<file path="config.mk">
export PLATFORM = sky130hd
export DESIGN_NAME = clipped_line_rasterizer_core_flat
export DESIGN_NICKNAME = d
export VERILOG_FILES = /design/src/rtl/clr_pkg.sv /design/src/rtl/clr_cmd_if.sv /design/src/rtl/clr_pix_if.sv /design/src/rtl/clr_setup.sv /design/src/rtl/clr_walk.sv /design/src/rtl/clipped_line_rasterizer_core.sv /design/src/flat_wrapper.sv
export VERILOG_INCLUDE_DIRS = /design/src /design/src/rtl
export SDC_FILE = /design/constraint.sdc
export NUM_CORES = 1
export LEC_CHECK = 0
export BUFFER_PORTS_ARGS = -buffer_cell sky130_fd_sc_hd__buf_4
export CORE_ASPECT_RATIO = 1.1
export CORE_MARGIN = 4
export CORE_UTILIZATION = 45
export CTS_CLUSTER_DIAMETER = 120
export DETAILED_ROUTE_END_ITERATION = 6
export PLACE_DENSITY = 0.61
export SLEW_MARGIN = 20
export SYNTH_ARGS = -nofsm -noshare
export SYNTH_HDL_FRONTEND = slang
export SYNTH_SLANG_ARGS = --single-unit
</file>
<file path="constraint.sdc">
create_clock -name i_clk -period 6.5 [get_ports i_clk]
set_input_delay 0.325 -clock i_clk [delete_from_list [all_inputs] [get_ports i_clk]]
set_output_delay 0.325 -clock i_clk [all_outputs]
set_load 0.005 [all_outputs]
</file>
<file path="src/rtl/assert_macros.svh">
// Assertion helpers, included by the rasterizer core.
`ifndef ASSERT_MACROS_SVH
`define ASSERT_MACROS_SVH

// Consequent checked in the same cycle as the antecedent.
`define ASSERT_IMPL(label, clk, rst_n, ante, cons, msg) \
    label: assert property (@(posedge clk) disable iff (!rst_n) (ante) |-> (cons)) \
        else $error(msg);

// Consequent checked in the cycle after the antecedent.
`define ASSERT_NEXT(label, clk, rst_n, ante, cons, msg) \
    label: assert property (@(posedge clk) disable iff (!rst_n) (ante) |=> (cons)) \
        else $error(msg);

`endif

</file>
<file path="src/rtl/clr_pkg.sv">
package clr_pkg;

    localparam int CLR_COORD_BITS = 12;

    localparam int AREA_POS_BITS  = 10;
    localparam int AREA_SIZE_BITS = 11;
    localparam int ABS_BITS       = 11;
    localparam int COLOR_BITS     = 16;

    localparam int CFG_IDX_BITS  = 2;
    localparam int CFG_DATA_BITS = 11;

    localparam logic [CFG_IDX_BITS-1:0] CFG_AREA_LEFT   = 2'd0;
    localparam logic [CFG_IDX_BITS-1:0] CFG_AREA_TOP    = 2'd1;
    localparam logic [CFG_IDX_BITS-1:0] CFG_AREA_WIDTH  = 2'd2;
    localparam logic [CFG_IDX_BITS-1:0] CFG_AREA_HEIGHT = 2'd3;

    localparam logic [AREA_SIZE_BITS-1:0] AREA_WIDTH_RST  = 11'd320;
    localparam logic [AREA_SIZE_BITS-1:0] AREA_HEIGHT_RST = 11'd240;

    localparam logic KIND_START = 1'b0;
    localparam logic KIND_STEP  = 1'b1;

    typedef struct packed {
        logic y_major;
        logic y_down;
        logic x_down;
    } t_dir_flags;

    // Signed width of the walk position: holds endpoint differences and clamped coords.
    function automatic int cur_bits(int cb);
        return ((cb > ABS_BITS) ? cb : ABS_BITS) + 1;
    endfunction

endpackage

</file>
<file path="src/rtl/clr_cmd_if.sv">
interface clr_cmd_if import clr_pkg::*; #(
    parameter int COORD_BITS = CLR_COORD_BITS
) ();
    logic                         valid;
    logic                         ready;
    logic                         kind;
    logic signed [COORD_BITS-1:0] begin_x;
    logic signed [COORD_BITS-1:0] begin_y;
    logic signed [COORD_BITS-1:0] end_x;
    logic signed [COORD_BITS-1:0] end_y;
    logic [COLOR_BITS-1:0]        line_color;

    modport source (
        output valid, kind, begin_x, begin_y, end_x, end_y, line_color,
        input  ready
    );
    modport sink (
        input  valid, kind, begin_x, begin_y, end_x, end_y, line_color,
        output ready
    );
endinterface

</file>
<file path="src/rtl/clr_pix_if.sv">
interface clr_pix_if import clr_pkg::*; ();
    logic                  valid;
    logic                  ready;
    logic [ABS_BITS-1:0]   pixel_x;
    logic [ABS_BITS-1:0]   pixel_y;
    logic [COLOR_BITS-1:0] pixel_color;
    logic                  visible;
    logic                  last_pixel;

    modport source (
        output valid, pixel_x, pixel_y, pixel_color, visible, last_pixel,
        input  ready
    );
    modport sink (
        input  valid, pixel_x, pixel_y, pixel_color, visible, last_pixel,
        output ready
    );
endinterface

</file>
<file path="src/rtl/clr_setup.sv">
module clr_setup import clr_pkg::*; #(
    parameter int COORD_BITS = CLR_COORD_BITS
) (
    input  logic signed [COORD_BITS-1:0]               i_begin_x,
    input  logic signed [COORD_BITS-1:0]               i_begin_y,
    input  logic signed [COORD_BITS-1:0]               i_end_x,
    input  logic signed [COORD_BITS-1:0]               i_end_y,
    input  logic [AREA_SIZE_BITS-1:0]                  i_area_width,
    input  logic [AREA_SIZE_BITS-1:0]                  i_area_height,
    output logic                                       o_active,
    output logic signed [cur_bits(COORD_BITS)-1:0]     o_cur_x,
    output logic signed [cur_bits(COORD_BITS)-1:0]     o_cur_y,
    output logic [cur_bits(COORD_BITS)-2:0]            o_delta_major,
    output logic [cur_bits(COORD_BITS)-2:0]            o_delta_minor,
    output logic signed [cur_bits(COORD_BITS)+1:0]     o_err,
    output t_dir_flags                                 o_dir
);
    localparam int CW = cur_bits(COORD_BITS);
    localparam int DW = CW - 1;

    logic signed [CW-1:0] bx, by, ex, ey;
    logic signed [CW-1:0] adx_full, ady_full;
    logic [DW-1:0]        adx, ady;
    logic signed [CW-1:0] w_max, h_max;
    logic signed [CW-1:0] lo, hi, lo_c, hi_c;
    logic                 axis, empty;

    function automatic logic signed [CW-1:0] clamp(input logic signed [CW-1:0] v,
                                                    input logic signed [CW-1:0] top);
        logic signed [CW-1:0] r;
        if (v < 0) begin
            r = '0;
        end else if (v > top) begin
            r = top;
        end else begin
            r = v;
        end
        return r;
    endfunction

    assign bx = CW'(i_begin_x);
    assign by = CW'(i_begin_y);
    assign ex = CW'(i_end_x);
    assign ey = CW'(i_end_y);

    assign adx_full = (ex > bx) ? (ex - bx) : (bx - ex);
    assign ady_full = (ey > by) ? (ey - by) : (by - ey);
    assign adx = adx_full[DW-1:0];
    assign ady = ady_full[DW-1:0];

    assign w_max = $signed({{(CW-AREA_SIZE_BITS){1'b0}}, i_area_width}) - CW'(1);
    assign h_max = $signed({{(CW-AREA_SIZE_BITS){1'b0}}, i_area_height}) - CW'(1);

    assign axis  = (adx != '0) != (ady != '0);
    assign empty = (i_area_width == '0) || (i_area_height == '0);

    // Axis lines run from the lower to the higher clamped coordinate.
    always_comb begin
        if (ady == '0) begin
            lo = (bx < ex) ? bx : ex;
            hi = (bx < ex) ? ex : bx;
            lo_c = clamp(lo, w_max);
            hi_c = clamp(hi, w_max);
        end else begin
            lo = (by < ey) ? by : ey;
            hi = (by < ey) ? ey : by;
            lo_c = clamp(lo, h_max);
            hi_c = clamp(hi, h_max);
        end
    end

    always_comb begin
        o_active = !(axis && empty);
        if (axis) begin
            o_delta_minor = '0;
            o_delta_major = DW'(hi_c - lo_c);
            if (ady == '0) begin
                o_cur_x = lo_c;
                o_cur_y = clamp(by, h_max);
                o_dir   = '{y_major: 1'b0, y_down: 1'b0, x_down: 1'b0};
            end else begin
                o_cur_x = clamp(bx, w_max);
                o_cur_y = lo_c;
                o_dir   = '{y_major: 1'b1, y_down: 1'b0, x_down: 1'b0};
            end
        end else begin
            o_cur_x      = bx;
            o_cur_y      = by;
            o_dir.x_down = !(ex > bx);
            o_dir.y_down = !(ey > by);
            if (adx >= ady) begin
                o_dir.y_major = 1'b0;
                o_delta_major = adx;
                o_delta_minor = ady;
            end else begin
                o_dir.y_major = 1'b1;
                o_delta_major = ady;
                o_delta_minor = adx;
            end
        end
        o_err = -$signed({3'b000, o_delta_major});
    end

endmodule

</file>
<file path="src/rtl/clr_walk.sv">
module clr_walk import clr_pkg::*; #(
    parameter int COORD_BITS = CLR_COORD_BITS
) (
    input  logic signed [cur_bits(COORD_BITS)-1:0]     i_cur_x,
    input  logic signed [cur_bits(COORD_BITS)-1:0]     i_cur_y,
    input  logic signed [cur_bits(COORD_BITS)+1:0]     i_err,
    input  logic [cur_bits(COORD_BITS)-2:0]            i_delta_major,
    input  logic [cur_bits(COORD_BITS)-2:0]            i_delta_minor,
    input  logic [cur_bits(COORD_BITS)-2:0]            i_steps_left,
    input  t_dir_flags                                 i_dir,
    input  logic [AREA_POS_BITS-1:0]                   i_area_left,
    input  logic [AREA_POS_BITS-1:0]                   i_area_top,
    input  logic [AREA_SIZE_BITS-1:0]                  i_area_width,
    input  logic [AREA_SIZE_BITS-1:0]                  i_area_height,
    output logic [ABS_BITS-1:0]                        o_pixel_x,
    output logic [ABS_BITS-1:0]                        o_pixel_y,
    output logic                                       o_visible,
    output logic                                       o_last,
    output logic signed [cur_bits(COORD_BITS)-1:0]     o_cur_x,
    output logic signed [cur_bits(COORD_BITS)-1:0]     o_cur_y,
    output logic signed [cur_bits(COORD_BITS)+1:0]     o_err,
    output logic [cur_bits(COORD_BITS)-2:0]            o_steps_left
);
    localparam int CW = cur_bits(COORD_BITS);
    localparam int DW = CW - 1;
    localparam int EW = DW + 3;

    logic signed [CW-1:0] w_ext, h_ext;
    logic signed [EW-1:0] err_add, err_sub;
    logic                 minor_take, step_x, step_y;

    assign w_ext = $signed({{(CW-AREA_SIZE_BITS){1'b0}}, i_area_width});
    assign h_ext = $signed({{(CW-AREA_SIZE_BITS){1'b0}}, i_area_height});

    assign o_visible = !i_cur_x[CW-1] && (i_cur_x < w_ext) &&
                       !i_cur_y[CW-1] && (i_cur_y < h_ext);
    assign o_last    = (i_steps_left == '0);

    // Absolute position wraps modulo 2048.
    assign o_pixel_x = i_cur_x[ABS_BITS-1:0] + {1'b0, i_area_left};
    assign o_pixel_y = i_cur_y[ABS_BITS-1:0] + {1'b0, i_area_top};

    assign err_add    = i_err + $signed({2'b00, i_delta_minor, 1'b0});
    assign err_sub    = err_add - $signed({2'b00, i_delta_major, 1'b0});
    assign minor_take = !err_add[EW-1];

    assign step_x = !i_dir.y_major || minor_take;
    assign step_y =  i_dir.y_major || minor_take;

    always_comb begin
        o_cur_x = i_cur_x;
        o_cur_y = i_cur_y;
        if (step_x) begin
            o_cur_x = i_dir.x_down ? (i_cur_x - CW'(1)) : (i_cur_x + CW'(1));
        end
        if (step_y) begin
            o_cur_y = i_dir.y_down ? (i_cur_y - CW'(1)) : (i_cur_y + CW'(1));
        end
    end

    assign o_err        = minor_take ? err_sub : err_add;
    assign o_steps_left = i_steps_left - DW'(1);

endmodule

</file>
<file path="src/rtl/clipped_line_rasterizer_core.sv">
// Channel  Dir  Carries
// i_cmd    in   kind, begin_x, begin_y, end_x, end_y, line_color
// o_pix    out  pixel_x, pixel_y, pixel_color, visible, last_pixel
// i_cfg_*  in   area_left, area_top, area_width, area_height writes
//
// One request per cycle sustained while o_pix is not stalled; each request is held in
// the input register, then setup loads a start into the walk state, or the walk logic
// puts a step's pixel into the output register and advances the walk state registers.
// Start requests produce no pixel. Reset (synchronous, active low) drops the line and
// both valid flags and reloads the area registers; no clearing pass.
// A stalled o_pix holds the output register and backs up through the input register.
`include "assert_macros.svh"

module clipped_line_rasterizer_core import clr_pkg::*; #(
    parameter int COORD_BITS = CLR_COORD_BITS
) (
    input  logic                     i_clk,
    input  logic                     i_rst_n,
    clr_cmd_if.sink                  i_cmd,
    clr_pix_if.source                o_pix,
    input  logic                     i_cfg_we,
    input  logic [CFG_IDX_BITS-1:0]  i_cfg_idx,
    input  logic [CFG_DATA_BITS-1:0] i_cfg_data
);
    localparam int CW = cur_bits(COORD_BITS);
    localparam int DW = CW - 1;
    localparam int EW = DW + 3;

    // area registers
    logic [AREA_POS_BITS-1:0]  r_area_left, r_area_top;
    logic [AREA_SIZE_BITS-1:0] r_area_width, r_area_height;

    // input register
    logic                         r_in_valid;
    logic                         r_in_kind;
    logic signed [COORD_BITS-1:0] r_in_bx, r_in_by, r_in_ex, r_in_ey;
    logic [COLOR_BITS-1:0]        r_in_color;

    // line state
    logic                  r_active;
    logic signed [CW-1:0]  r_cur_x, r_cur_y;
    logic signed [EW-1:0]  r_err;
    logic [DW-1:0]         r_delta_major, r_delta_minor, r_steps_left;
    t_dir_flags            r_dir;
    logic [COLOR_BITS-1:0] r_held_color;

    // output register
    logic                  r_out_valid;
    logic [ABS_BITS-1:0]   r_out_x, r_out_y;
    logic [COLOR_BITS-1:0] r_out_color;
    logic                  r_out_visible, r_out_last;

    logic                 n_out_valid;
    logic                 process, proc_start, proc_step;

    logic                 setup_active;
    logic signed [CW-1:0] setup_cur_x, setup_cur_y;
    logic [DW-1:0]        setup_major, setup_minor;
    logic signed [EW-1:0] setup_err;
    t_dir_flags           setup_dir;

    logic [ABS_BITS-1:0]  walk_px, walk_py;
    logic                 walk_visible, walk_last;
    logic signed [CW-1:0] walk_cur_x, walk_cur_y;
    logic signed [EW-1:0] walk_err;
    logic [DW-1:0]        walk_steps;

    assign process    = r_in_valid && (!r_out_valid || o_pix.ready);
    assign proc_start = process && (r_in_kind == KIND_START);
    assign proc_step  = process && (r_in_kind == KIND_STEP) && r_active;

    assign i_cmd.ready = !r_in_valid || process;

    assign n_out_valid = proc_step || (r_out_valid && !o_pix.ready);

    clr_setup #(.COORD_BITS(COORD_BITS)) u_setup (
        .i_begin_x     (r_in_bx),
        .i_begin_y     (r_in_by),
        .i_end_x       (r_in_ex),
        .i_end_y       (r_in_ey),
        .i_area_width  (r_area_width),
        .i_area_height (r_area_height),
        .o_active      (setup_active),
        .o_cur_x       (setup_cur_x),
        .o_cur_y       (setup_cur_y),
        .o_delta_major (setup_major),
        .o_delta_minor (setup_minor),
        .o_err         (setup_err),
        .o_dir         (setup_dir)
    );

    clr_walk #(.COORD_BITS(COORD_BITS)) u_walk (
        .i_cur_x       (r_cur_x),
        .i_cur_y       (r_cur_y),
        .i_err         (r_err),
        .i_delta_major (r_delta_major),
        .i_delta_minor (r_delta_minor),
        .i_steps_left  (r_steps_left),
        .i_dir         (r_dir),
        .i_area_left   (r_area_left),
        .i_area_top    (r_area_top),
        .i_area_width  (r_area_width),
        .i_area_height (r_area_height),
        .o_pixel_x     (walk_px),
        .o_pixel_y     (walk_py),
        .o_visible     (walk_visible),
        .o_last        (walk_last),
        .o_cur_x       (walk_cur_x),
        .o_cur_y       (walk_cur_y),
        .o_err         (walk_err),
        .o_steps_left  (walk_steps)
    );

    // control state
    always_ff @(posedge i_clk) begin
        if (!i_rst_n) begin
            r_in_valid    <= 1'b0;
            r_out_valid   <= 1'b0;
            r_active      <= 1'b0;
            r_area_left   <= '0;
            r_area_top    <= '0;
            r_area_width  <= AREA_WIDTH_RST;
            r_area_height <= AREA_HEIGHT_RST;
        end else begin
            if (i_cmd.ready) begin
                r_in_valid <= i_cmd.valid;
            end
            r_out_valid <= n_out_valid;
            if (proc_start) begin
                r_active <= setup_active;
            end else if (proc_step && walk_last) begin
                r_active <= 1'b0;
            end
            if (i_cfg_we) begin
                case (i_cfg_idx)
                    CFG_AREA_LEFT:   r_area_left   <= i_cfg_data[AREA_POS_BITS-1:0];
                    CFG_AREA_TOP:    r_area_top    <= i_cfg_data[AREA_POS_BITS-1:0];
                    CFG_AREA_WIDTH:  r_area_width  <= i_cfg_data[AREA_SIZE_BITS-1:0];
                    CFG_AREA_HEIGHT: r_area_height <= i_cfg_data[AREA_SIZE_BITS-1:0];
                    default: ;
                endcase
            end
        end
    end

    // payload and walk registers
    always_ff @(posedge i_clk) begin
        if (i_cmd.ready && i_cmd.valid) begin
            r_in_kind  <= i_cmd.kind;
            r_in_bx    <= i_cmd.begin_x;
            r_in_by    <= i_cmd.begin_y;
            r_in_ex    <= i_cmd.end_x;
            r_in_ey    <= i_cmd.end_y;
            r_in_color <= i_cmd.line_color;
        end
        if (proc_start) begin
            r_cur_x       <= setup_cur_x;
            r_cur_y       <= setup_cur_y;
            r_err         <= setup_err;
            r_delta_major <= setup_major;
            r_delta_minor <= setup_minor;
            r_steps_left  <= setup_major;
            r_dir         <= setup_dir;
            r_held_color  <= r_in_color;
        end else if (proc_step && !walk_last) begin
            r_cur_x      <= walk_cur_x;
            r_cur_y      <= walk_cur_y;
            r_err        <= walk_err;
            r_steps_left <= walk_steps;
        end
        if (proc_step) begin
            r_out_x       <= walk_px;
            r_out_y       <= walk_py;
            r_out_color   <= r_held_color;
            r_out_visible <= walk_visible;
            r_out_last    <= walk_last;
        end
    end

    assign o_pix.valid       = r_out_valid;
    assign o_pix.pixel_x     = r_out_x;
    assign o_pix.pixel_y     = r_out_y;
    assign o_pix.pixel_color = r_out_color;
    assign o_pix.visible     = r_out_visible;
    assign o_pix.last_pixel  = r_out_last;

    `ASSERT_NEXT(a_last_ends_line, i_clk, i_rst_n,
        proc_step && walk_last, !r_active, "line still active after its last pixel")
    `ASSERT_NEXT(a_empty_axis_idle, i_clk, i_rst_n,
        proc_start && !setup_active, !r_active, "axis line on empty area became active")
    `ASSERT_NEXT(a_steps_count_down, i_clk, i_rst_n,
        proc_step && !walk_last, r_steps_left == $past(r_steps_left) - DW'(1),
        "step count did not advance by one")
    `ASSERT_NEXT(a_in_reg_held, i_clk, i_rst_n,
        r_in_valid && !process, r_in_valid && $stable(r_in_kind),
        "pending request lost while output stalled")

endmodule
</file>
<file path="src/flat_wrapper.sv">
// flat-port wrapper written by rule: the top's interface ports become plain ports
module clipped_line_rasterizer_core_flat import clr_pkg::*;
#(
    parameter int COORD_BITS = CLR_COORD_BITS
)
  (i_clk, i_rst_n, i_cfg_we, i_cfg_idx, i_cfg_data, i_cmd_valid, i_cmd_kind, i_cmd_begin_x, i_cmd_begin_y, i_cmd_end_x, i_cmd_end_y, i_cmd_line_color, i_cmd_ready, o_pix_valid, o_pix_pixel_x, o_pix_pixel_y, o_pix_pixel_color, o_pix_visible, o_pix_last_pixel, o_pix_ready);
  clr_cmd_if #(.COORD_BITS(COORD_BITS)) i_cmd_i ();
  clr_pix_if o_pix_i ();
  input  logic i_clk;
  input  logic i_rst_n;
  input  logic i_cfg_we;
  input  logic [CFG_IDX_BITS-1:0] i_cfg_idx;
  input  logic [CFG_DATA_BITS-1:0] i_cfg_data;
  input wire logic [$bits(i_cmd_i.valid)-1:0] i_cmd_valid;
  input wire logic [$bits(i_cmd_i.kind)-1:0] i_cmd_kind;
  input wire logic [$bits(i_cmd_i.begin_x)-1:0] i_cmd_begin_x;
  input wire logic [$bits(i_cmd_i.begin_y)-1:0] i_cmd_begin_y;
  input wire logic [$bits(i_cmd_i.end_x)-1:0] i_cmd_end_x;
  input wire logic [$bits(i_cmd_i.end_y)-1:0] i_cmd_end_y;
  input wire logic [$bits(i_cmd_i.line_color)-1:0] i_cmd_line_color;
  output wire logic [$bits(i_cmd_i.ready)-1:0] i_cmd_ready;
  output wire logic [$bits(o_pix_i.valid)-1:0] o_pix_valid;
  output wire logic [$bits(o_pix_i.pixel_x)-1:0] o_pix_pixel_x;
  output wire logic [$bits(o_pix_i.pixel_y)-1:0] o_pix_pixel_y;
  output wire logic [$bits(o_pix_i.pixel_color)-1:0] o_pix_pixel_color;
  output wire logic [$bits(o_pix_i.visible)-1:0] o_pix_visible;
  output wire logic [$bits(o_pix_i.last_pixel)-1:0] o_pix_last_pixel;
  input wire logic [$bits(o_pix_i.ready)-1:0] o_pix_ready;
  assign i_cmd_i.valid = i_cmd_valid;
  assign i_cmd_i.kind = i_cmd_kind;
  assign i_cmd_i.begin_x = i_cmd_begin_x;
  assign i_cmd_i.begin_y = i_cmd_begin_y;
  assign i_cmd_i.end_x = i_cmd_end_x;
  assign i_cmd_i.end_y = i_cmd_end_y;
  assign i_cmd_i.line_color = i_cmd_line_color;
  assign i_cmd_ready = i_cmd_i.ready;
  assign o_pix_valid = o_pix_i.valid;
  assign o_pix_pixel_x = o_pix_i.pixel_x;
  assign o_pix_pixel_y = o_pix_i.pixel_y;
  assign o_pix_pixel_color = o_pix_i.pixel_color;
  assign o_pix_visible = o_pix_i.visible;
  assign o_pix_last_pixel = o_pix_i.last_pixel;
  assign o_pix_i.ready = o_pix_ready;
  clipped_line_rasterizer_core #(.COORD_BITS(COORD_BITS)) u_core (.i_clk(i_clk), .i_rst_n(i_rst_n), .i_cmd(i_cmd_i), .o_pix(o_pix_i), .i_cfg_we(i_cfg_we), .i_cfg_idx(i_cfg_idx), .i_cfg_data(i_cfg_data));
endmodule
</file>
-- Word-level counts from Yosys, hierarchy flattened
Cells that the tools add are included.
- logic and storage cells: 160
- register bits: 246
- input bits: 83
- output and inout bits: 42
- add/sub/neg operators: 17
- order comparisons: 19
- bitwise operators: 1
- multiplexer cells: 45
- eq/ne operators: 4
- reduce and logical (&&, ||, !) cells: 46
- operator list (kind ; count):
    $mux 13 ; 25
    $mux 12 ; 12
    $sub 12x12->12 ; 5
    $gt 13x12->1 ; 4
    $lt 13x1->1 const B ; 4
    $gt 12x12->1 ; 4
    $mux 15 ; 3
    $add 13x2->13 const B ; 2
    $lt 13x12->1 ; 2
    $sub 13x2->13 const B ; 2
    $logic_not 12->1 ; 2
    $lt 12x1->1 const B ; 2
    $lt 12x12->1 ; 2
    $reduce_bool 12->1 ; 2
    $sub 11x1->12 const B ; 2
    $add 11x10->11 ; 2
    $logic_not 11->1 ; 2
    $add 15x14->15 ; 1
    $neg 12->15 ; 1
    $sub 15x14->15 ; 1
    $ge 12x12->1 ; 1
    $logic_and 1x1->1 ; 12
    $reduce_and 2->1 ; 6
    $sub 12x1->12 const B ; 1
    10 further kinds ; 32

-- Logic depth before layout (Yosys ltp)
Gate-level depths: netlist of the first run.
- depth after elaboration: 10
- mapped depth: 37

-- Hierarchy
From an unflattened synthesis of the first run, not the netlist that was laid out.
- cells, all modules: 2227
- area, all modules: 20975.1 sq um
- modules (own cells, without submodules) (module ; seq. area each (sq um) ; area each (sq um) ; times used ; cells each):
    clipped_line_rasterizer_core ; 6936.7 ; 8430.6 ; 1 ; 446
    clr_setup ; 0.0 ; 8406.8 ; 1 ; 1231
    clr_walk ; 0.0 ; 4137.7 ; 1 ; 550

-- Least setup slack after synthesis of the first run
Ideal clock, no wire load.
- kind: reg2reg
- from: register u_core.r_in_by[8]
- to: register u_core.r_err[11] (data pin)
- data required time: 6.167 ns
- path buffers: 4
- slack: -0.428 ns
- setup time: 0.333 ns
- arrival: 6.595 ns
- stages on the path, launching flop included: 33
- cell sequence: edfxtp_1 -> ha_1 -> buf_2 -> nand2_1 -> nor3_1 -> a22oi_1 -> a22oi_1 -> buf_2 -> buf_1 -> nor2_1 -> a21oi_1 -> inv_1 -> ha_1 -> nand4_1 -> or4_1 -> nand3_1 -> clkbuf_1 -> mux2i_1 -> a22oi_1 -> inv_1 -> fa_1 -> nor2b_1 -> o21ai_0 -> a21boi_0 -> o21ai_0 -> a21oi_1 -> nor2_1 -> xnor2_1 -> or3_1 -> a211oi_1 -> mux2i_1 -> xnor2_1 -> a21oi_1
- longest elaborated chain between the ends: 10
- elaborated cells on any way between the ends: 26
- RTL lines (item ; RTL line ; source):
    start: declaration ; clipped_line_rasterizer_core.sv:36 ; logic signed [COORD_BITS-1:0] r_in_bx, r_in_by, r_in_ex, r_in_ey;
    start signal: assignment ; clipped_line_rasterizer_core.sv:151 ; r_in_by <= i_cmd.begin_y;
    $lt 12x12->1 ; clr_setup.sv:65, clr_setup.sv:66 ;
    $mux 13 (on tied branches) ; clr_setup.sv:66, clr_setup.sv:65 ;
    $gt 13x12->1 ; clr_setup.sv:33 ; end else if (v > top) begin
    $mux 12 / $mux 13 (equally long branches) ; clr_setup.sv:33 ;
    $mux 12 / $mux 13 (equally long branches) ; clr_setup.sv:31 ; if (v < 0) begin
    $mux 12 / $mux 13 (equally long branches) ; clr_setup.sv:59 ; if (ady == '0) begin
    $sub 12x12->12 ; clr_setup.sv:76 ; o_delta_major = DW'(hi_c - lo_c);
    $mux 12 * ; clr_setup.sv:74 ; if (axis) begin
    $neg 12->15 * ; clr_setup.sv:101 ; o_err = -$signed({3'b000, o_delta_major});
    $mux 15 * ; clipped_line_rasterizer_core.sv:156 ; if (proc_start) begin
    end signal: assignment ; clipped_line_rasterizer_core.sv:159 ; r_err <= setup_err;
    end signal: assignment ; clipped_line_rasterizer_core.sv:168 ; r_err <= walk_err;
    end: declaration ; clipped_line_rasterizer_core.sv:42 ; logic signed [EW-1:0] r_err;
Mark *: on every way between the ends. The rest lies on a longest branch, timed or not.
A chain may end at the register's enable or synchronous reset.

-- Worst setup path after layout of the first run
- from: register u_core.r_in_ex[0]
- to: register u_core.r_err[13] (data pin)
- longest elaborated chain between the ends: 10
- elaborated cells on any way between the ends: 25
- RTL lines (item ; RTL line ; source):
    start: declaration ; clipped_line_rasterizer_core.sv:36 ;
    start signal: assignment ; clipped_line_rasterizer_core.sv:152 ; r_in_ex <= i_cmd.end_x;
    $lt 12x12->1 ; clr_setup.sv:60, clr_setup.sv:61 ;
    $mux 13 (on tied branches) ; clr_setup.sv:61, clr_setup.sv:60 ;
    $gt 13x12->1 ; clr_setup.sv:33 ;
    $mux 12 / $mux 13 (equally long branches) ; clr_setup.sv:33 ;
    $mux 12 / $mux 13 (equally long branches) ; clr_setup.sv:31 ;
    $mux 12 / $mux 13 (equally long branches) ; clr_setup.sv:59 ;
    $sub 12x12->12 ; clr_setup.sv:76 ;
    $mux 12 * ; clr_setup.sv:74 ;
    $neg 12->15 * ; clr_setup.sv:101 ;
    $mux 15 * ; clipped_line_rasterizer_core.sv:156 ;
Marks and branches as above.

==> results of run 1 <==
-- cells in the mapped netlist (all sizes together), types with 11 or more instances --
library cell  instances  area, um2
xor2                 33      296.5
edfxtp              200       6006
inv                 186      698.2
o21a                 27      202.7
ha                  233       2915
mux2                 12      135.1
a211oi               17      167.7
nand2               200      753.2
nor2b                42      262.8
a22oi                25      187.7
nand3                35      175.2
xnor2                81      735.7
mux2i                69      698.2
o22ai                20      125.1
nand4                21      143.9
nor3                 30      166.4
a21oi               155      783.3
a31oi                23      143.9
nor2                166      641.9
or3                  15      93.84
a21boi               31      232.7
and2                 22      137.6
fa                   11      220.2
clkbuf               53      198.9
and3                 12      75.07
o21bai               18      135.1
o21ai               143      715.7
dfxtp                45      900.9
a21o                 56      420.4
nand2b               21      131.4
nor4                 13      102.6
buf                  24      131.4
o211ai               29      222.7
-- logic make-up after synthesis --
| group | Yosys count | synth area share, % |
|---|---|---|
| fa+ha+maj | 245 | 15.86 |
| flops | 245 | 34.83 |
| compound gates | 602 | 19.61 |
| mux | 81 | 4.202 |
| xor+xnor | 114 | 5.206 |
| buf+inv | 265 | 5.225 |
| simple gates | 614 | 15.06 |
-- where the power goes --
| part | internal (W) | switching (W) | total (W) |
|---|---|---|---|
| registers | 0.00190 | 0.0000676 | 0.00197 |
| clock network | 0.00104 | 0.000693 | 0.00173 |
| logic | 0.00226 | 0.00253 | 0.00479 |
| total | 0.00519 | 0.00329 | 0.00849 |
-- through the flow --
stage,power (W),worst slack [ps],util [%]
after floorplan,0.004418,3.200,-
after global placement,0.006017,-375.3,55.15
after detailed placement,0.006081,-460.4,55.15
after CTS,0.008112,3.404,60.46
after global routing,0.009014,-245.2,62.49
final,0.008487,-39.74,62.49
-- worst max-delay path by stage --
stage,from,end,slack [ps],cells past startpoint
global route,u_core.r_in_by[0],u_core.r_err[13],-250,33
floorplan,u_core.r_in_by[0],u_core.r_err[11],3,33
finish,u_core.r_in_ex[0],u_core.r_err[13],-40,35
global placement,u_core.r_in_ex[7],u_core.r_err[14],-380,31
CTS,u_core.r_in_by[0],u_core.r_err[11],3,31
detailed placement,u_core.r_in_bx[0],u_core.r_err[14],-460,33
-- repair_timing --
action,4_1_cts,5_1_grt
pin swaps,23,74
hold buffers,65,0
gates resized for setup,103,138
gates cloned,2,1
setup endpoints to repair,17,17
hold endpoints to repair,65,0
buffers inserted,27,25
-- metal layers --
metal | track usage (%) | vias up | wire, um
met4 | 8.581 | 0 | 2501
met2 | 45.56 | 519 | 31660
li1 | - | 8955 | -
met1 | 35.91 | 8640 | 29810
met3 | 3.133 | 129 | 3257
met5 | 0 | - | 0
-- flip-flops by register name (all words and copies together) (netlist names), 13 cells and up --
name	flops
u_core.o_pix.pixel_color	16
u_core.r_held_color	16
u_core.r_cur_y	13
u_core.r_cur_x	13
u_core.r_err	14
u_core.r_in_color	16
-- layout make-up --
type / count / area (um2)
fillers: 3666 / 16290
multi-input cells: 1657 / 12930
flip-flops and latches: 245 / 6907
repair buffers: 604 / 4873
well taps: 574 / 718.2
clock buffers: 30 / 708.2
inverters: 188 / 706.9
clock inverters: 22 / 299.0
-- worst register-to-register path, delay by kind of cell (launching register included) --
kind | cells | cell delay [ps]
compound gates | 15 | 2670
simple gates | 9 | 1240
fa+ha+maj | 5 | 1200
buf+inv | 4 | 500
flops | 1 | 420
mux | 2 | 230
==> key figures, run 1 <==
Flow run
  – Max-Cap Viols: 0

Clock tree
  – CTS Root Buffer Type: clkbuf_16
  – H-tree depth: 1
  – Max Buffers Root-to-Sink: 3
  – Sinks on Clock Net: 245
  – Clk_lat worst skew: 580 ps
  – Num CTS Buffers: 28
  – Clk slew on worst S/H paths: 70 ps
  – CTS tree: yes

Yosys
  – Yosys warns: 0
  – Yosys reg bits: 245
  – Share of the yosys chip area belonging to registers: 34.83%
  – Syn nets: 2,493
  – Synth unique cells: 94
  – Post-synth top flop: edfxtp_1
  – Mapped Area: 0.01983 mm2
  – Cells after Synth: 2,166
  – Syn avg cell area: 9.155 um2
  – Share of synthesized registers carrying an async set or reset: 0%
  – Post-synth EDFFs: 200

Min path
  – HP Start: i_cmd_valid
  – Hold Crit Depth: 3
  – Hold Path End: u_core.r_in_valid
  – Hold crit path type: in -> reg

Drt
  – Final wirelength: 67.24 mm
  – Vias per cell: 5.495
  – Drt first pass iters: 5
  – Post-route DRC violation count: 0
  – Post-route ant nets: 0
  – Via count: 18,240
  – DRT iter0 DRCs: 1,040
  – Drt wl/cell: 20.25 um

Worst setup path
  – CP max-delay cell: edfxtp_1
  – Worst flop-to-flop path startpoint: u_core.r_in_ex[0]
  – Type of the worst setup path: reg -> reg
  – Crit path arrival time: 6820 ps
  – Worst EP required: 6780 ps
  – Critical R2R Capture: u_core.r_err[13]
  – R2R Setup Slk: -40 ps
  – Crit start category: flip-flop
  – Crit path largest cell delay: 420 ps
  – Crit-path most repeated cell: o21a_1
  – CP max FO: 7
  – Delay-heaviest family, CP: compound AO/OA/AOI/OAI gates
  – Critical path buffers and inverters: 4
  – R2R depth: 35
  – Worst setup EP type: flip-flop

STA
  – Final Hold Viols: 0
  – Slack of the critical path: -39.74 ps
  – FMAX: 0.1529 GHz
  – Final hold slack: 34.26 ps
  – Worst Skew: 29.85 ps
  – Final max-slew violation count: 0
  – Crit share post-route: 100.6%
  – Min cycle time layout: 6540 ps
  – Worst rel slew slack: 26.45%
  – RSZ-0062 raised after global routing: true
  – # setup viols final: 2
  – Setup TNS: -42.46 ps
  – Worst Max-Slew Pin Slew: 1095 ps

Global routing
  – Largest net degree at the start of global routing: 66
  – Tot GR Track Use: 26.82%
  – First-pass GRT wire length: 101.5 mm
  – Total gr overflow: 0
  – Vias in the first global route: 18,200
  – Initial antenna violation count: 0

Power and ir drop
  – Worst vdd ir: 233.8 uV
  – Power per cell area: 312.6 mW/mm2
  – Leak: 11.88 nW

Layout
  – Commonest cells after routing, fill and taps aside: buf_4 (515), ha_1 (212), edfxtp_1 (200)
  – Cell area after layout: 0.02715 mm2
  – Commonest non-fill, non-tap cell in the layout: buf_4
  – Area growth from synthesis to layout: 36.91%
  – Net count, final: 3,051
  – Share of layout cells above drive strength 1: 29.10%
  – ANT cells: 0
  – Layout Cells excl Fill: 3,320

Place
  – Routability Congestion: 0.9545
  – Detail Placement HPWL: 51.93 mm
  – IO Port Bufs: 124
  – Cell Area, Placed: 0.02396 mm2
  – Placed Cells: 3,147

Die
  – Io pins: 125
  – Core ar.: 0.04344 mm2
  – FP Rows: 80
  – Die ar.: 0.04749 mm2
  – Initial Util: 45.65%
  – Die width: 208.1 um
  – Die Ht: 228.2 um

Run status
  – Status: complete, but fails checks
  – Failing checks: negative setup slack
No activity file was read; power rests on OpenSTA's default activity.
==> run 2: changes to the inputs <==
Settings changed: PLACE_DENSITY 0.61 to 0.59.
Clock period 6.5 ns to 7.4 ns, I/O delays scaled along.
==> run 2 against run 1 <==
  * Cell area is 11% lower
  * Clock-buffer cell count grew 9
  * First-iteration DRC count increased by 24%
  * Critical path depth shrank 2
  * Via count shrank 5.8%
  * Flip-flop and latch count stayed put
  * The flow now finishes without violations
==> key figures, run 2 (synthesis gave the netlist of run 1 again) <==
Global routing
  – First-pass GRT wire length: 95.21 mm (was 101.5 mm)
  – Vias in the first global route: 16,870 (was 18,200)
  – Tot GR Track Use: 25.12% (was 26.82%)
  – Initial antenna violation count: 0 (unchanged)
  – Total gr overflow: 0 (unchanged)
  – Largest net degree at the start of global routing: 66 (unchanged)

Die
  – Die ar.: 0.04749 mm2 (unchanged)
  – Die width: 208.1 um (unchanged)
  – Initial Util: 45.65% (unchanged)
  – Io pins: 125 (unchanged)
  – FP Rows: 80 (unchanged)
  – Die Ht: 228.2 um (unchanged)
  – Core ar.: 0.04344 mm2 (unchanged)

Drt
  – Vias per cell: 5.628 (was 5.495)
  – Final wirelength: 62.30 mm (was 67.24 mm)
  – Drt first pass iters: 5 (unchanged)
  – DRT iter0 DRCs: 1,286 (was 1,040)
  – Drt wl/cell: 20.40 um (was 20.25 um)
  – Post-route ant nets: 0 (unchanged)
  – Post-route DRC violation count: 0 (unchanged)
  – Via count: 17,180 (was 18,240)

Layout
  – Commonest cells after routing, fill and taps aside: buf_4 (267), ha_1 (228), edfxtp_1 (200) (was buf_4 (515), ha_1 (212), edfxtp_1 (200))
  – Sequential Area: 0.006907 mm2 (unchanged)
  – Net count, final: 2,784 (was 3,051)
  – Cell area after layout: 0.02416 mm2 (was 0.02715 mm2)
  – ANT cells: 0 (unchanged)
  – Commonest non-fill, non-tap cell in the layout: buf_4 (unchanged)
  – Share of layout cells above drive strength 1: 16.38% (was 29.10%)
  – Multi-input logic area: 0.01208 mm2 (was 0.01293 mm2)
  – Filler cells: 3,910 (was 3,666)
  – Area growth from synthesis to layout: 21.83% (was 36.91%)

STA
  – Worst rel slew slack: 25.77% (was 26.45%)
  – FMAX: 0.1405 GHz (was 0.1529 GHz)
  – Min cycle time layout: 7115 ps (was 6540 ps)
  – Final Hold Viols: 0 (unchanged)
  – Final max-slew violation count: 0 (unchanged)
  – Crit share post-route: 96.16% (was 100.6%)
  – Worst Skew: 29.62 ps (was 29.85 ps)
  – Worst Max-Slew Pin Slew: 1106 ps (was 1095 ps)
  – # setup viols final: 0 (was 2)

Place
  – Cell Area, Placed: 0.02225 mm2 (was 0.02396 mm2)
  – Routability Congestion: 0.9818 (was 0.9545)
  – IO Port Bufs: 124 (unchanged)
  – Detail Placement HPWL: 49.44 mm (was 51.93 mm)

Power and ir drop
  – Power share of the combinational group: 51.5% (was 56.4%)
  – Leak: 10.47 nW (was 11.88 nW)
  – Sequential Power Share: 26.5% (was 23.2%)
  – P_sw: 0.002591 W (was 0.003292 W)
  – Switching share of total power: 39.42% (was 38.79%)
  – Power per cell area: 272.0 mW/mm2 (was 312.6 mW/mm2)
  – Final Power: 0.006572 W (was 0.008487 W)
  – Clk pwr share: 22.0% (was 20.4%)
  – P_int: 0.003981 W (was 0.005194 W)
  – Worst vdd ir: 191.4 uV (was 233.8 uV)

Worst setup path
  – Crit start category: flip-flop (unchanged)
  – CP max FO: 10 (was 7)
  – R2R Setup Slk: 280 ps (was -40 ps)
  – Crit-path most repeated cell: o21a_1 (unchanged)
  – Worst EP required: 7690 ps (was 6780 ps)
  – Crit path largest cell delay: 470 ps (was 420 ps)
  – Crit path arrival time: 7410 ps (was 6820 ps)
  – Type of the worst setup path: reg -> reg (unchanged)
  – Worst setup EP type: flip-flop (unchanged)
  – CP max-delay cell: fa_1 (was edfxtp_1)

Clock tree
  – Max Buffers Root-to-Sink: 3 (unchanged)
  – Num CTS Buffers: 28 (unchanged)
  – Sinks on Clock Net: 245 (unchanged)
  – CTS tree: yes (unchanged)
  – CTS Root Buffer Type: clkbuf_16 (unchanged)
  – Clk_lat worst skew: 580 ps (about the same)
  – H-tree depth: 1 (unchanged)
  – Clk slew on worst S/H paths: 70 ps (about the same)

Flow run
  – Max-Cap Viols: 0 (unchanged)

Run status
  – Status: finished clean (was complete, but fails checks)

Min path
  – Hold crit path type: in -> reg (unchanged)
[run 2: cell count changes in the layout (fill, tap and decap cells not counted), sizes merged]
cell	change
dlygate4sd3	-1
clkbuf	+10
clkinv	-7
bufinv	-2
a41oi	-1
buf	-266
[run 2: final cells by class]
type | count | share of cell area, %
Clock buffer | 39 | 3.196
Multi-Input combinational cell | 1656 | 49.99
Timing Repair Buffer | 338 | 11.53
Tap cell | 574 | 2.973
Inverter | 188 | 2.926
Clock inverter | 13 | 0.7873
Sequential cell | 245 | 28.59
[run 2: final timing paths]
check / from / end / depth (start not counted)
min: i_cmd_begin_y[0] / u_core.r_in_by[0] / 1
max: u_core.r_in_bx[0] / u_core.r_err[13] / 33
min reg2reg: u_core.r_in_color[14] / u_core.r_held_color[14] / 0
max reg2reg: u_core.r_in_bx[0] / u_core.r_err[13] / 33
[run 2: routing by layer]
layer	vias to the layer above	global-route usage (%)	wire length (um)
met5	-	0	0
met2	540	41.96	29010
met3	107	2.872	3462
met1	8131	34.10	27510
met4	0	8.417	2321
li1	8403	-	-
[run 2: stage by stage]
stage               TNS, ps  utilization [%]  instances  setup slack, ps  hold WS, ps
CTS                       0            54.91       3041            67.01        2.586
detailed placement   -126.3            51.22       2925           -32.59        404.5
global route         -45.78            55.61       3053           -45.78        6.999
floorplan                 0                -       2166            471.7        400.3
finish                    0            55.61       3053            284.5        13.73
global placement          0            51.22       2925            62.31        402.2
[run 2: power by group through the flow]
stage | registers, W | clock network (W) | logic, W
finish | 0.00174 | 0.00145 | 0.00339
global route | 0.00175 | 0.00154 | 0.00373
CTS | 0.00174 | 0.00149 | 0.00327
detailed placement | 0.00177 | 0 | 0.00323
global placement | 0.00176 | 0 | 0.00320
floorplan | 0.00174 | 0 | 0.00212
[run 2: what timing repair did]
item / CTS / global route
pin swaps: 0 / 5
cloned: 0 / 3
gates resized for setup: 1 / 49
hold endpoints to repair: 64 / 0
endpoints found under the setup margin: 7 / 15
hold buffers: 64 / 0
buffers inserted: 0 / 8
[run 2: critical path, delay by kind of cell (launching register included)]
kind / cells / cell delay [ps]
DFF: 1 / 430
buffers and inverters: 4 / 550
muxes: 2 / 260
and+or+nand+nor: 7 / 1360
adders and majority gates: 5 / 1580
AOI/OAI and AO/OA: 15 / 2630
==> run 3: changes to the inputs <==
Settings changed: REMOVE_ABC_BUFFERS from default to 1.
==> run 3 against run 2 <==
  * Maximum frequency is 2.3% higher
  * First-iteration DRC count shrank 21%
  * Setup slack improved by 160 ps
  * Clock-buffer cell count down 8
  * Total power hardly changed
  * Clock power increased by 3%
  * Global-route usage grew 0.11 points
  * Combinational power fell by 1%
  * Final cell count shrank 0.56%
  * Flip-flop and latch count unchanged
  * Core utilization decreased by 0.30 points
  * Critical endpoint is now u_core.r_err[11]
  * Largest power group unchanged
==> key figures, run 3 (synthesis gave the netlist of run 1 again) <==
Run status
  – Status: finished clean (unchanged)

Worst setup path
  – Worst Setup SP: u_core.r_in_by[0] (was u_core.r_in_bx[0])
  – Worst flop-to-flop path startpoint: u_core.r_in_by[0] (was u_core.r_in_bx[0])
  – Worst EP required: 7690 ps (about the same)
  – Worst setup EP type: flip-flop (unchanged)
  – CP max FO: 24 (was 10)
  – Type of the worst setup path: reg -> reg (unchanged)
  – Crit path to: u_core.r_err[11] (was u_core.r_err[13])
  – Crit path largest cell delay: 520 ps (was 470 ps)
  – Crit start category: flip-flop (unchanged)
  – Crit path arrival time: 7250 ps (was 7410 ps)
  – R2R Setup Slk: 440 ps (was 280 ps)
  – Critical Path Stages: 32 (was 33)
  – Delay-heaviest family, CP: compound AO/OA/AOI/OAI gates (unchanged)
  – CP max-delay cell: or4_1 (was fa_1)
  – R2R depth: 32 (was 33)
  – Critical path buffers and inverters: 6 (was 4)
  – Critical R2R Capture: u_core.r_err[11] (was u_core.r_err[13])

Layout
  – Net count, final: 2,767 (was 2,784)
  – Share of layout cells above drive strength 1: 15.43% (was 16.38%)
  – ANT cells: 0 (unchanged)
  – Layout Cells excl Fill: 3,036 (was 3,053)
  – Area growth from synthesis to layout: 21.16% (was 21.83%)
  – Filler cells: 3,928 (was 3,910)
  – Sequential Area: 0.006907 mm2 (unchanged)
  – Multi-input logic area: 0.01207 mm2 (was 0.01208 mm2)
  – Final core utilization: 55.31% (was 55.61%)
  – Commonest non-fill, non-tap cell in the layout: buf_4 (unchanged)
  – Commonest cells after routing, fill and taps aside: buf_4 (252), ha_1 (228), edfxtp_1 (200) (was buf_4 (267), ha_1 (228), edfxtp_1 (200))

Power and ir drop
  – Power per cell area: 273.6 mW/mm2 (was 272.0 mW/mm2)
  – Leak: 10.38 nW (was 10.47 nW)
  – Final Power: 0.006573 W (was 0.006572 W)
  – Worst vdd ir: 191.3 uV (was 191.4 uV)

Die
  – Die width: 208.1 um (unchanged)
  – Io pins: 125 (unchanged)
  – Die ar.: 0.04749 mm2 (unchanged)
  – Die Ht: 228.2 um (unchanged)
  – Core ar.: 0.04344 mm2 (unchanged)
  – Initial Util: 45.65% (unchanged)
  – FP Rows: 80 (unchanged)

STA
  – FMAX: 0.1438 GHz (was 0.1405 GHz)
  – Worst Skew: 9.404 ps (was 29.62 ps)
  – Final max-slew violation count: 0 (unchanged)
  – Final Hold Viols: 0 (unchanged)
  – Slack of the critical path: 444.8 ps (was 284.5 ps)
  – Min cycle time layout: 6955 ps (was 7115 ps)
  – Worst Max-Slew Pin Slew: 1033 ps (was 1106 ps)
  – Crit share post-route: 93.99% (was 96.16%)
  – # setup viols final: 0 (unchanged)
  – Worst rel slew slack: 30.84% (was 25.77%)

Place
  – Placed Cells: 2,914 (was 2,925)
  – Routability Congestion: 0.9598 (was 0.9818)
  – IO Port Bufs: 124 (unchanged)
  – Detail Placement HPWL: 48.66 mm (was 49.44 mm)
  – Place WS: 186.5 ps (was -32.59 ps)

Drt
  – Final wirelength: 61.55 mm (was 62.30 mm)
  – Via count: 17,010 (was 17,180)
  – Post-route DRC violation count: 0 (unchanged)
  – Vias per cell: 5.601 (was 5.628)
  – Drt wl/cell: 20.27 um (was 20.40 um)
  – Post-route ant nets: 0 (unchanged)
  – DRT iter0 DRCs: 1,016 (was 1,286)
  – Drt first pass iters: 5 (unchanged)

Clock tree
  – CTS tree: yes (unchanged)
  – H-tree depth: 1 (unchanged)
  – Sinks on Clock Net: 245 (unchanged)
  – Num CTS Buffers: 28 (unchanged)
  – CTS Root Buffer Type: clkbuf_16 (unchanged)
  – Max Buffers Root-to-Sink: 3 (unchanged)
  – Clk_lat worst skew: 580 ps (about the same)
  – Clk slew on worst S/H paths: 60 ps (was 70 ps)

Global routing
  – Initial antenna violation count: 0 (unchanged)
  – First-pass GRT wire length: 96.43 mm (was 95.21 mm)
  – Tot GR Track Use: 25.23% (was 25.12%)
  – Vias in the first global route: 17,030 (was 16,870)
  – Largest net degree at the start of global routing: 67 (was 66)
  – Total gr overflow: 0 (unchanged)

Flow run
  – Max-Cap Viols: 0 (unchanged)

Min path
  – Hold Crit Depth: 3 (was 1)
  – Hold crit path type: in -> reg (unchanged)
## run 3: layout make-up
class	instances	area share, %
clock buffers	31	2.963
flip-flops and latches	245	28.75
well taps	574	2.989
repair buffers	321	10.99
multi-input cells	1656	50.23
clock inverters	21	1.141
inverters	188	2.942
## run 3: power by group
group	leakage, nW	internal, W	switching, W
registers	2.23	0.00167	0.0000668
clock network	0.468	0.000877	0.000611
logic	7.68	0.00143	0.00192
## run 3: stage by stage
stage               hold WS (ps)  TNS, ps  cell area (um2)
finish                     63.49        0            24030
global route               55.37   -11.65            24030
CTS                        30.89        0            23810
detailed placement         404.5        0            22170
global placement           400.8        0            22150
floorplan                  400.3   -17200            19500
## run 3: worst min-delay path, delay by kind of cell
kind / cells / cell delay [ps]
AOI/OAI and AO/OA: 1 / 60
buffers and inverters: 2 / 160
## run 3: metal layers
metal | up-vias | track usage, % | part of all wire, %
met5 | - | 0 | 0
met4 | 0 | 7.103 | 3.2
met3 | 107 | 3.023 | 4.1
met2 | 390 | 45.21 | 50
met1 | 8117 | 32.12 | 43
li1 | 8391 | - | -
## run 3: worst min-delay path by stage
stage                            start                            to  slack, ps
6_report                   i_cmd_valid             u_core.r_in_valid         60
2_1_floorplan   u_core.r_held_color[0]   u_core.o_pix.pixel_color[0]        400
3_3_place_gp     u_core.r_in_color[10]       u_core.r_held_color[10]        400
5_1_grt                    i_cmd_valid             u_core.r_in_valid         60
4_1_cts                    i_cmd_valid             u_core.r_in_valid         30
3_5_place_dp   u_core.r_held_color[15]  u_core.o_pix.pixel_color[15]        400
## run 3: what timing repair did
action                     CTS  global route
hold endpoints to repair    65             0
buffers inserted             0             3
hold buffers                65             0
setup endpoints to repair    0            16
gates resized for setup      0            39
